### src/rtl/core/segment_text_scroll_flash_macros.svh
// assertion macros shared by the segment text engine files
`ifndef SEGMENT_TEXT_SCROLL_FLASH_MACROS_SVH
`define SEGMENT_TEXT_SCROLL_FLASH_MACROS_SVH
`ifndef NO_ASSERTIONS
// condition and consequence in the same cycle
`define STSF_ASSERT_NOW(label, ante, cons, msg) \
    label: assert property (@(posedge clk) disable iff (!rst_n) (ante) |-> (cons)) \
        else $error(msg);
// consequence in the cycle after the condition
`define STSF_ASSERT_NEXT(label, ante, cons, msg) \
    label: assert property (@(posedge clk) disable iff (!rst_n) (ante) |=> (cons)) \
        else $error(msg);
`else
`define STSF_ASSERT_NOW(label, ante, cons, msg)
`define STSF_ASSERT_NEXT(label, ante, cons, msg)
`endif
`endif

### src/rtl/core/stsf_pkg.sv
// shared types, constants and glyph table of the segment text engine
package stsf_pkg;

    // default sizes
    localparam int TEXT_MAX_DEF = 32;
    localparam int DIGITS_DEF   = 6;

    // fixed field widths
    localparam int DIGIT_W  = 3;
    localparam int POS_W    = 9;
    localparam int CFG_IDX_W = 3;

    // item kinds carried in tuser
    localparam logic [1:0] MODE_LOAD  = 2'd0;
    localparam logic [1:0] MODE_TICK  = 2'd1;
    localparam logic [1:0] MODE_COLON = 2'd2;

    // register indexes
    localparam logic [CFG_IDX_W-1:0] REG_PERIOD = 3'd0;
    localparam logic [CFG_IDX_W-1:0] REG_DELAY  = 3'd1;
    localparam logic [CFG_IDX_W-1:0] REG_SEED   = 3'd2;
    localparam logic [CFG_IDX_W-1:0] REG_MASK   = 3'd3;

    // character codes
    localparam logic [7:0] BLANK_CODE    = 8'hFF;
    localparam logic [7:0] CHAR_FIRST    = 8'h2A;
    localparam logic [7:0] CHAR_LAST     = 8'h5F;
    localparam logic [7:0] CHAR_LC_FIRST = 8'h61;
    localparam logic [7:0] CHAR_LC_LAST  = 8'h7A;
    localparam logic [7:0] CASE_BIT      = 8'h20;
    localparam logic [7:0] NUL_CODE      = 8'h00;

    localparam logic [7:0] GLYPH_COUNT = 8'd54;

    localparam logic [15:0] GLYPH_SEGS [54] = '{
        16'hEAA8, 16'h2A80, 16'h4000, 16'h0A00, 16'h0A51, 16'h4008, 16'h5559, 16'h0118,
        16'h1E11, 16'h1B11, 16'h0B50, 16'h1B41, 16'h1F41, 16'h0111, 16'h1F51, 16'h1B51,
        16'h0000, 16'h0000, 16'h8008, 16'h1A00, 16'h4020, 16'h0000, 16'h0000, 16'h0F51,
        16'h3991, 16'h1441, 16'h3191, 16'h1E41, 16'h0E41, 16'h1D41, 16'h0F50, 16'h2080,
        16'h1510, 16'h8648, 16'h1440, 16'h0578, 16'h8570, 16'h1551, 16'h0E51, 16'h9551,
        16'h8E51, 16'h9021, 16'h2081, 16'h1550, 16'h4448, 16'hC550, 16'hC028, 16'h2028,
        16'h5009, 16'h1441, 16'h8020, 16'h1111, 16'h0000, 16'h1000
    };

    // commands from controller to datapath
    typedef struct packed {
        logic               capture;
        logic               load_char;
        logic               set_colon;
        logic               close_step;
        logic               close_end;
        logic               tick_prep;
        logic               digit_out;
        logic [DIGIT_W-1:0] digit;
    } stsf_cmd_t;

    // status from datapath to controller
    typedef struct packed {
        logic [1:0] mode;
        logic       closes;
        logic       out_free;
    } stsf_status_t;

    // segment word of a glyph index, zero where no pattern exists
    function automatic logic [15:0] glyph_segments(input logic [7:0] g);
        if (g < GLYPH_COUNT)
        begin
            return GLYPH_SEGS[g[5:0]];
        end
        return 16'h0000;
    endfunction

endpackage

### src/rtl/core/stsf_ctrl.sv
// controller state machine sequencing loads, string close and digit output
module stsf_ctrl #(
    parameter int DIGITS = stsf_pkg::DIGITS_DEF
) (
    input  logic                  clk,
    input  logic                  rst_n,
    input  logic                  s_tvalid,
    output logic                  s_tready,
    input  stsf_pkg::stsf_status_t status,
    output stsf_pkg::stsf_cmd_t    cmd
);
    import stsf_pkg::*;

    typedef enum logic [1:0] {
        S_IDLE,
        S_EXEC,
        S_CLOSE,
        S_OUT
    } state_t;

    localparam logic [DIGIT_W-1:0] LAST_DIGIT = DIGIT_W'(DIGITS - 1);

    state_t             state_reg, state_next;
    logic [DIGIT_W-1:0] count_reg, count_next;

    // next state and commands
    always_comb
    begin
        state_next = state_reg;
        count_next = count_reg;
        cmd        = '0;
        cmd.digit  = count_reg;
        unique case (state_reg)
            S_IDLE:
            begin
                if (s_tvalid)
                begin
                    cmd.capture = 1'b1;
                    state_next  = S_EXEC;
                end
            end
            S_EXEC:
            begin
                unique case (status.mode)
                    MODE_LOAD:
                    begin
                        cmd.load_char = 1'b1;
                        count_next    = '0;
                        state_next    = status.closes ? S_CLOSE : S_IDLE;
                    end
                    MODE_TICK:
                    begin
                        cmd.tick_prep = 1'b1;
                        count_next    = '0;
                        state_next    = S_OUT;
                    end
                    MODE_COLON:
                    begin
                        cmd.set_colon = 1'b1;
                        state_next    = S_IDLE;
                    end
                    default:
                    begin
                        state_next = S_IDLE;
                    end
                endcase
            end
            S_CLOSE:
            begin
                cmd.close_step = 1'b1;
                if (count_reg == LAST_DIGIT)
                begin
                    cmd.close_end = 1'b1;
                    state_next    = S_IDLE;
                end
                else
                begin
                    count_next = count_reg + 1'b1;
                end
            end
            S_OUT:
            begin
                if (status.out_free)
                begin
                    cmd.digit_out = 1'b1;
                    if (count_reg == LAST_DIGIT)
                    begin
                        state_next = S_IDLE;
                    end
                    else
                    begin
                        count_next = count_reg + 1'b1;
                    end
                end
            end
            default:
            begin
                state_next = S_IDLE;
            end
        endcase
    end

    // state and step counter
    always_ff @(posedge clk or negedge rst_n)
    begin
        if (!rst_n)
        begin
            state_reg <= S_IDLE;
            count_reg <= '0;
        end
        else
        begin
            state_reg <= state_next;
            count_reg <= count_next;
        end
    end

    assign s_tready = (state_reg == S_IDLE);

endmodule

### src/rtl/core/stsf_dp.sv
// datapath: text store, scroll and flash state, digit glyph selection, output register
module stsf_dp #(
    parameter int TEXT_MAX = stsf_pkg::TEXT_MAX_DEF,
    parameter int DIGITS   = stsf_pkg::DIGITS_DEF
) (
    input  logic                               clk,
    input  logic                               rst_n,
    input  stsf_pkg::stsf_cmd_t                cmd,
    output stsf_pkg::stsf_status_t             status,
    input  logic [15:0]                        s_tdata,
    input  logic                               s_tlast,
    input  logic [1:0]                         s_tuser,
    input  logic                               cfg_valid,
    input  logic [stsf_pkg::CFG_IDX_W-1:0]     cfg_index,
    input  logic [7:0]                         cfg_data,
    input  logic                               m_tready,
    output logic                               m_tvalid,
    output logic [23:0]                        m_tdata,
    output logic                               m_tlast
);
    import stsf_pkg::*;

    localparam int STORE_DEPTH = TEXT_MAX + DIGITS + 1;
    localparam int IDX_W       = $clog2(STORE_DEPTH);
    localparam int DIG_W       = (DIGITS > 1) ? $clog2(DIGITS) : 1;
    localparam logic [DIGIT_W-1:0] LAST_DIGIT = DIGIT_W'(DIGITS - 1);
    localparam logic [IDX_W-1:0]   TEXT_LIMIT = IDX_W'(TEXT_MAX);
    localparam logic [POS_W-1:0]   SCROLL_MIN = POS_W'(2 * DIGITS - 1);
    localparam logic [POS_W-1:0]   DIGITS_POS = POS_W'(DIGITS);
    localparam logic [POS_W-1:0]   DEPTH_POS  = POS_W'(STORE_DEPTH);

    // captured item
    logic [1:0] mode_reg;
    logic [7:0] code_reg;
    logic       last_reg;
    logic       colon_in_reg;

    // configuration
    logic [7:0] period_reg, delay_reg, seed_reg;
    logic [5:0] mask_reg;

    // text store and its valid bits
    logic [7:0]             store_mem [STORE_DEPTH];
    logic [STORE_DEPTH-1:0] valid_reg;
    logic [7:0]             rd_data_reg;
    logic                   rd_blank_reg;

    // engine state
    logic [IDX_W-1:0] load_index_reg, string_end_reg;
    logic [7:0]       ws_reg, win_base_reg;
    logic [7:0]       counter_reg, timer_reg;
    logic             scroll_reg, done_reg, upd_reg, colon_req_reg, colon_shown_reg;
    logic             tick_upd_reg, tick_restore_reg, tick_blank_reg;
    logic [7:0]       shown_reg [DIGITS];

    // output register
    logic                 m_tvalid_reg;
    logic [DIGIT_W-1:0]   out_digit_reg;
    logic [15:0]          out_segs_reg;
    logic                 out_colon_reg, out_scroll_reg, out_done_reg, out_last_reg;

    // character folding and glyph index
    logic [7:0] code_up;
    logic [7:0] glyph_in;
    logic       store_char;

    always_comb
    begin
        code_up = code_reg;
        if (code_reg >= CHAR_LC_FIRST && code_reg <= CHAR_LC_LAST)
        begin
            code_up = code_reg & ~CASE_BIT;
        end
        glyph_in = BLANK_CODE;
        if (code_up >= CHAR_FIRST && code_up <= CHAR_LAST)
        begin
            glyph_in = code_up - CHAR_FIRST;
        end
    end

    assign store_char = cmd.load_char && (code_reg != NUL_CODE) && (load_index_reg < TEXT_LIMIT);

    // store write port
    logic             wr_en;
    logic [IDX_W-1:0] wr_addr;
    logic [7:0]       wr_data;

    assign wr_en   = store_char || cmd.close_step;
    assign wr_addr = load_index_reg;
    assign wr_data = cmd.close_step ? BLANK_CODE : glyph_in;

    // update decision taken at the start of a tick
    logic upd_now;
    assign upd_now = upd_reg || (scroll_reg && (counter_reg == 8'd0));

    // store read address: wrapped window position or plain digit position
    logic               rd_en;
    logic [DIGIT_W-1:0] rd_digit;
    logic               rd_upd;
    logic [7:0]         rd_base;
    logic [POS_W-1:0]   rd_sum, rd_end, rd_wrap, rd_pos;
    logic               rd_in_range;
    logic [IDX_W-1:0]   rd_addr;

    always_comb
    begin
        rd_en    = cmd.tick_prep || (cmd.digit_out && (cmd.digit != LAST_DIGIT));
        rd_digit = cmd.tick_prep ? '0 : cmd.digit + 1'b1;
        rd_upd   = cmd.tick_prep ? upd_now : tick_upd_reg;
        rd_base  = cmd.tick_prep ? ws_reg : win_base_reg;
        rd_sum   = POS_W'(rd_base) + POS_W'(rd_digit);
        rd_end   = POS_W'(string_end_reg);
        rd_wrap  = (rd_sum >= rd_end) ? rd_sum - rd_end : rd_sum;
        rd_pos   = rd_upd ? rd_wrap : POS_W'(rd_digit);
        rd_in_range = rd_pos < DEPTH_POS;
        rd_addr  = rd_pos[IDX_W-1:0];
    end

    // memory array with registered read
    always_ff @(posedge clk)
    begin
        if (wr_en)
        begin
            store_mem[wr_addr] <= wr_data;
        end
        if (rd_en)
        begin
            rd_data_reg  <= store_mem[rd_addr];
            rd_blank_reg <= !rd_in_range || !valid_reg[rd_addr];
        end
    end

    // entries never written read as blank
    always_ff @(posedge clk or negedge rst_n)
    begin
        if (!rst_n)
        begin
            valid_reg <= '0;
        end
        else if (wr_en)
        begin
            valid_reg[wr_addr] <= 1'b1;
        end
    end

    // capture of an accepted input transfer
    always_ff @(posedge clk)
    begin
        if (cmd.capture)
        begin
            mode_reg     <= s_tuser;
            code_reg     <= s_tdata[7:0];
            colon_in_reg <= s_tdata[8];
            last_reg     <= s_tlast;
        end
    end

    // glyph for the digit leaving now
    logic [DIG_W-1:0] dsel;
    logic [7:0]       mask8;
    logic [7:0]       rd_glyph;
    logic [7:0]       glyph_out;
    logic [8:0]       delay_sum;
    logic [7:0]       reload_sum;
    logic [POS_W-1:0] ws_pos;

    always_comb
    begin
        dsel     = cmd.digit[DIG_W-1:0];
        mask8    = 8'(mask_reg);
        rd_glyph = rd_blank_reg ? BLANK_CODE : rd_data_reg;
        priority if (tick_upd_reg)
        begin
            glyph_out = rd_glyph;
        end
        else if (tick_blank_reg && mask8[cmd.digit])
        begin
            glyph_out = BLANK_CODE;
        end
        else if (tick_restore_reg)
        begin
            glyph_out = rd_glyph;
        end
        else
        begin
            glyph_out = shown_reg[dsel];
        end
        delay_sum  = {1'b0, period_reg} + {1'b0, delay_reg};
        reload_sum = delay_sum[8] ? 8'hFF : delay_sum[7:0];
        ws_pos     = POS_W'(ws_reg);
    end

    // configuration, text state, scroll and flash engine
    always_ff @(posedge clk or negedge rst_n)
    begin
        if (!rst_n)
        begin
            period_reg       <= 8'd20;
            delay_reg        <= 8'd40;
            seed_reg         <= 8'd15;
            mask_reg         <= 6'd0;
            load_index_reg   <= '0;
            string_end_reg   <= '0;
            ws_reg           <= 8'd0;
            win_base_reg     <= 8'd0;
            counter_reg      <= 8'd0;
            timer_reg        <= 8'd0;
            scroll_reg       <= 1'b0;
            done_reg         <= 1'b0;
            upd_reg          <= 1'b0;
            colon_req_reg    <= 1'b0;
            colon_shown_reg  <= 1'b0;
            tick_upd_reg     <= 1'b0;
            tick_restore_reg <= 1'b0;
            tick_blank_reg   <= 1'b0;
            for (int i = 0; i < DIGITS; i++)
            begin
                shown_reg[i] <= BLANK_CODE;
            end
        end
        else
        begin
            // register writes
            if (cfg_valid)
            begin
                unique case (cfg_index)
                    REG_PERIOD: period_reg <= cfg_data;
                    REG_DELAY:  delay_reg  <= cfg_data;
                    REG_SEED:   seed_reg   <= cfg_data;
                    REG_MASK:   mask_reg   <= cfg_data[5:0];
                    default:    ;
                endcase
            end
            // colon request
            if (cmd.set_colon)
            begin
                colon_req_reg <= colon_in_reg;
                upd_reg       <= 1'b1;
            end
            // character store
            if (store_char)
            begin
                load_index_reg <= load_index_reg + 1'b1;
            end
            // trailing blanks and string close
            if (cmd.close_step)
            begin
                if (cmd.close_end)
                begin
                    scroll_reg     <= POS_W'(load_index_reg) > SCROLL_MIN;
                    done_reg       <= 1'b0;
                    string_end_reg <= load_index_reg + 1'b1;
                    load_index_reg <= '0;
                    ws_reg         <= 8'd0;
                    counter_reg    <= reload_sum;
                    upd_reg        <= 1'b1;
                    if (mask_reg != 6'd0)
                    begin
                        timer_reg <= seed_reg;
                    end
                end
                else
                begin
                    load_index_reg <= load_index_reg + 1'b1;
                end
            end
            // frame tick preparation
            if (cmd.tick_prep)
            begin
                if (scroll_reg)
                begin
                    counter_reg <= (counter_reg == 8'd0) ? period_reg : counter_reg - 1'b1;
                end
                tick_restore_reg <= (mask_reg != 6'd0) && (timer_reg == seed_reg);
                tick_blank_reg   <= (mask_reg != 6'd0) && (timer_reg == {1'b0, seed_reg[7:1]});
                if (mask_reg != 6'd0)
                begin
                    timer_reg <= (timer_reg == 8'd0) ? seed_reg : timer_reg - 1'b1;
                end
                tick_upd_reg <= upd_now;
                win_base_reg <= ws_reg;
                upd_reg      <= 1'b0;
                if (upd_now)
                begin
                    if (ws_pos + DIGITS_POS == POS_W'(string_end_reg))
                    begin
                        done_reg <= 1'b1;
                    end
                    ws_reg <= (ws_pos == POS_W'(string_end_reg)) ? 8'd1 : ws_reg + 1'b1;
                    colon_shown_reg <= colon_req_reg;
                end
            end
            // shown glyph follows what leaves
            if (cmd.digit_out)
            begin
                shown_reg[dsel] <= glyph_out;
            end
        end
    end

    // output valid flag
    always_ff @(posedge clk or negedge rst_n)
    begin
        if (!rst_n)
        begin
            m_tvalid_reg <= 1'b0;
        end
        else if (cmd.digit_out)
        begin
            m_tvalid_reg <= 1'b1;
        end
        else if (m_tready)
        begin
            m_tvalid_reg <= 1'b0;
        end
    end

    // output payload
    always_ff @(posedge clk)
    begin
        if (cmd.digit_out)
        begin
            out_digit_reg  <= cmd.digit;
            out_segs_reg   <= glyph_segments(glyph_out);
            out_colon_reg  <= colon_shown_reg;
            out_scroll_reg <= scroll_reg;
            out_done_reg   <= done_reg;
            out_last_reg   <= (cmd.digit == LAST_DIGIT);
        end
    end

    assign m_tvalid = m_tvalid_reg;
    assign m_tdata  = {2'b00, out_done_reg, out_scroll_reg, out_colon_reg,
                       out_segs_reg, out_digit_reg};
    assign m_tlast  = out_last_reg;

    assign status.mode     = mode_reg;
    assign status.closes   = (code_reg == NUL_CODE) || last_reg;
    assign status.out_free = !m_tvalid_reg || m_tready;

endmodule

### src/rtl/core/segment_text_scroll_flash.sv
// Text engine for a starburst segment display.
// Input stream: tuser selects the item kind (load character, frame tick, set colon),
// tdata carries the character code and the colon request, tlast marks the final
// character of a string. Load and colon transfers give no result; a null code or
// tlast closes the string, which writes DIGITS trailing blanks one per cycle.
// Each frame tick gives DIGITS result transfers, leftmost digit first, with the
// segment word and the colon, scrolling and scroll-done flags; tlast marks the
// last digit of the tick.
// Sequencing: one item in flight at a time. A character load or a colon item is
// captured, then executed; a close adds DIGITS blank writes. A frame tick reads one
// digit per cycle from the single store read port while the output register is free.
// The output register holds a result while the receiver stalls; the digit
// sequencer waits for it and the next item is taken as soon as the last digit
// of a tick sits in the register.
// Reset restores the register defaults, blanks the text store through per-entry
// valid bits and the shown digits at once; no clearing pass is needed.
// Register writes on the cfg channel are always taken; write them while idle.
`include "segment_text_scroll_flash_macros.svh"
module segment_text_scroll_flash #(
    parameter int TEXT_MAX = stsf_pkg::TEXT_MAX_DEF,
    parameter int DIGITS   = stsf_pkg::DIGITS_DEF
) (
    input  logic                           clk,
    input  logic                           rst_n,
    // input stream
    input  logic                           s_tvalid,
    output logic                           s_tready,
    input  logic [15:0]                    s_tdata,  // char_code[7:0], colons_on[8], zero fill
    input  logic                           s_tlast,
    input  logic [1:0]                     s_tuser,  // mode[1:0]
    // register writes
    input  logic                           cfg_valid,
    output logic                           cfg_ready,
    input  logic [stsf_pkg::CFG_IDX_W-1:0] cfg_index,
    input  logic [7:0]                     cfg_data,
    // result stream
    output logic                           m_tvalid,
    input  logic                           m_tready,
    output logic [23:0]                    m_tdata,  // digit[2:0], segments[18:3], colon[19],
                                                     // scrolling[20], scroll_done[21], zero fill
    output logic                           m_tlast
);
    import stsf_pkg::*;

    stsf_cmd_t    cmd;
    stsf_status_t status;

    // register writes never stall
    assign cfg_ready = 1'b1;

    // sequencer
    stsf_ctrl #(
        .DIGITS (DIGITS)
    ) u_ctrl (
        .clk      (clk),
        .rst_n    (rst_n),
        .s_tvalid (s_tvalid),
        .s_tready (s_tready),
        .status   (status),
        .cmd      (cmd)
    );

    // store and display state
    stsf_dp #(
        .TEXT_MAX (TEXT_MAX),
        .DIGITS   (DIGITS)
    ) u_dp (
        .clk       (clk),
        .rst_n     (rst_n),
        .cmd       (cmd),
        .status    (status),
        .s_tdata   (s_tdata),
        .s_tlast   (s_tlast),
        .s_tuser   (s_tuser),
        .cfg_valid (cfg_valid),
        .cfg_index (cfg_index),
        .cfg_data  (cfg_data),
        .m_tready  (m_tready),
        .m_tvalid  (m_tvalid),
        .m_tdata   (m_tdata),
        .m_tlast   (m_tlast)
    );

    // one item at a time: an accepted transfer blocks the next cycle
    `STSF_ASSERT_NEXT(a_one_item, s_tvalid && s_tready, !s_tready, "input taken while busy")
    // a stalled result stays put
    `STSF_ASSERT_NEXT(a_hold, m_tvalid && !m_tready, m_tvalid && $stable(m_tdata), "result dropped")
    // last flag sits on the rightmost digit
    `STSF_ASSERT_NOW(a_last_digit, m_tvalid && m_tlast, m_tdata[2:0] == 3'(DIGITS - 1), "last flag on wrong digit")
    // input is open only with the final digit of a tick pending
    `STSF_ASSERT_NOW(a_ready_pending, m_tvalid && s_tready, m_tlast, "input open mid tick")

endmodule

### config.mk
export PLATFORM = sky130hd
export DESIGN_NAME = segment_text_scroll_flash
export DESIGN_NICKNAME = d
export VERILOG_FILES = /design/src/rtl/core/stsf_pkg.sv /design/src/rtl/core/stsf_ctrl.sv /design/src/rtl/core/stsf_dp.sv /design/src/rtl/core/segment_text_scroll_flash.sv
export VERILOG_INCLUDE_DIRS = /design/src /design/src/rtl/core
export SDC_FILE = /design/constraint.sdc
export NUM_CORES = 1
export LEC_CHECK = 0
export BUFFER_PORTS_ARGS = -buffer_cell sky130_fd_sc_hd__buf_4
export CAP_MARGIN = 20
export CORE_UTILIZATION = 50
export CTS_CLUSTER_DIAMETER = 120
export DETAILED_ROUTE_END_ITERATION = 6
export PLACE_DENSITY = 0.76
export REMOVE_ABC_BUFFERS = 1
export SLEW_MARGIN = 20
export SYNTH_ARGS = -nofsm -noshare
export SYNTH_HDL_FRONTEND = slang
export SYNTH_SLANG_ARGS = --single-unit
### constraint.sdc
create_clock -name clk -period 5.5 [get_ports clk]
set_clock_uncertainty 0.15 [all_clocks]
set_input_delay 0.55 -clock clk [delete_from_list [all_inputs] [get_ports clk]]
set_output_delay 0.55 -clock clk [all_outputs]
set_load 0.02 [all_outputs]
==> impl_metrics.py <==
metrics = {
    "floorplanning": {
        "die_w_um": 225,
        "dieHeight_um": 225,
        "core-area_um2": 49000,
        "start_util_pct": 50.6,
        "io_pins": 63,
        "fp-row-count": 81,
        "die_area_um2": 50500,
    },
    "clock_tree": {
        "cts_sinks": 529,
        "htreeDepth": 2,
        "clk_pin_slew_worst_paths_ns": 0.06,
        "cts_root_buf": "clkbuf_16",
        "cts_buffers": 55,
        "insertion_delay_ns": 0.61,
        "cts_tree": "built",
        "clk_path_buf_depth": 3,
    },
    "run": {
        "cap_violations": 0,
    },
    "worst_setup_path": {
        "start_kind": "flop",
        "worstSetupEndpointType": "flop",
        "crit_buf_inv": 7,
        "required_ns": 5.71,
        "crit_family": "simple AND/OR/NAND/NOR gates",
        "crit_path_frequent_cell": "buf_4",
        "cp.arrival_ns": 5.85,
        "path_max_fanout": 9,
        "reg2reg_slack_ns": -0.14,
        "timing.rr.start": "u_dp.mode_reg[0]",
        "cp_slowest_stage_delay_ns": 0.49,
        "startpoint": "u_dp.mode_reg[0]",
        "critPathKind": "flop to flop",
        "critical_path.slowest_cell": "edfxtp_1",
    },
    "grt": {
        "grt_pass1_wl_mm": 101,
        "antenna_found_initial": 0,
        "overflow": 0,
        "grt_pass1_vias": 18200,
        "grt_util_all_layers_pct": 25.9,
        "grt_max_degree": 106,
    },
    "sta": {
        "finalSetupViolations": 9,
        "drv_slew": 0,
        "clock.fmax_ghz": 0.177,
        "slew_headroom_pct": 28.3,
        "rsz0062_at_grt": "true",
        "worst_pin_slew_ns": 1.07,
        "layout_setup_ws_ns": -0.142,
        "finalCritPeriodShare_pct": 103,
        "fin_crit_ns": 5.64,
        "hold_viol_final": 0,
    },
    "placement": {
        "dp_hpwl_mm": 42.1,
        "portBuffers": 50,
        "gp_congestion": 0.883,
    },
    "routing": {
        "viasPerCell": 6.02,
        "dr.pass1.iters": 6,
        "avgRoutedWirePerCell_um": 21.5,
        "vias": 18700,
        "routed_wl_mm": 66.9,
        "drc": 0,
        "ant_nets": 0,
        "drt_iter0_drc": 2234,
    },
    "cells_and_area": {
        "final_common_cell": "nand2_1",
        "fin_util_pct": 60.6,
        "n_antenna_cell": 0,
        "fillers": 3680,
        "drive_gt1_share_pct": 24.0,
        "synthToLayoutAreaGrowth_pct": 19.7,
        "most-common-layout-cells": "nand2_1, edfxtp_1, buf_4, nor2_1, a21oi_1",
        "largest_reg_flops": 312,
        "nets": 2469,
    },
    "min_path": {
        "hold_start": "cfg_data[6]",
        "hold_class": "input pin to flop",
    },
    "synthesis": {
        "ys_types": 84,
        "synth_flop_cell": "edfxtp_1",
        "synth.largest_area_cell": "edfxtp_1",
        "yosysSeqAreaShare_pct": 60.8,
        "synthTopCellsByArea": "edfxtp_1, dfrtp_1, dfstp_2",
        "synth_area_um2": 24800,
        "synth-seq-cells": 529,
        "yosys_warnings": 0,
        "synthArstFlopShare_pct": 33.1,
        "synth.avg_cell_area_um2": 11.2,
        "synth_edf_count": 354,
        "syn_inst": 2213,
        "synth_top_area_share_pct": 42.9,
    },
    "run_status": {
        "violations": "setup timing",
        "status": "finished, violations left",
    },
}
## timing repair
item / CTS / global route
hold buffers: 13 / 0
resized for setup: 55 / 73
endpoints found under the hold margin: 79 / 0
cloned: 4 / 2
setup buffers: 26 / 13
pin swaps: 22 / 20
setup endpoints to repair: 9 / 9
## synthesized netlist by cell type, types with 9 or more instances
cell type and number:
a211oi_1 12, o211ai_1 14, inv_1 52, a221oi_1 10, nand3_1 95, buf_1 9, mux2_2 42, o31ai_1 11
and2_1 10, xor2_1 30, buf_2 45, xnor2_1 22, mux2i_1 61, a31oi_1 29, or3_1 15, edfxtp_1 354
o221ai_1 10, a22oi_1 10, o21ai_0 129, o22ai_1 13, a311oi_1 14, clkbuf_1 58, a21o_1 10, a32oi_1 13
dfstp_2 56, buf_4 21, a21oi_1 137, nor2_1 166, dfrtp_1 119, nor4_1 17, ha_1 38, nand2_1 391
and3_1 11, or2_2 46, nor3_1 25
## path summary, 6_finish.rpt
path | cells past startpoint | to
setup / recovery | 25 | u_dp.rd_data_reg[2]
hold / removal | 3 | u_dp.seed_reg[6]
setup reg to reg | 25 | u_dp.rd_data_reg[2]
hold reg to reg | 0 | u_dp.out_colon_reg
max in group asynchronous | 3 | u_dp.shown_reg[15]
min in group asynchronous | 2 | u_dp.counter_reg[6]
## routing by layer
layer  global-route usage, %  routed length, µm
met5                       0                  0
met4                    9.87               2200
met3                    4.45               5700
met2                    42.9              32300
met1                    34.0              26600
## metrics by stage
stage / std cells / hold WS (ns) / instance area, µm² / worst slack (ns) / setup TNS, ns
CTS: 3091 / 0.0130 / 29200 / -0.102 / -0.615
finish: 3105 / 0.0328 / 29700 / -0.142 / -0.969
floorplan: 2077 / 0.104 / 24100 / -2.85 / -23.82
global route: 3105 / 0.0503 / 29700 / -0.317 / -2.57
detailed placement: 2944 / 0.301 / 26700 / -0.571 / -3.90
global placement: 2944 / 0.301 / 26700 / -0.500 / -2.45
## final cells by class
type / count / area (µm²) / share of cell area (%)
inverter: 54 / 203 / 0.683
timing repair buffer: 259 / 2400 / 8.09
clock inverter: 33 / 304 / 1.02
multi-input combinational: 1495 / 9360 / 31.6
tap: 664 / 831 / 2.80
sequential: 529 / 15100 / 50.8
clock buffer: 71 / 1500 / 5.05
## cell families (layout without fill, tap and decap cells)
kind of cell | count (synthesis) | in the layout | share of synthesized area (%)
simple gates | 821 | 821 | 14.8
flops | 529 | 529 | 60.8
compound gates | 471 | 472 | 12.3
buf+inv | 193 | 417 | 3.65
mux | 103 | 103 | 4.37
xor+xnor | 53 | 53 | 1.90
fa+ha+maj | 41 | 41 | 2.12
other cells | 2 | 5 | 0.0303
## worst min-delay path, stage by stage
cell     delay, ns
buf_4         0.09
nand2_1       0.04
o21ai_0       0.06
Power is not shown: default switching activity piles up to over one toggle a cycle in this logic, so the estimate is an artifact.
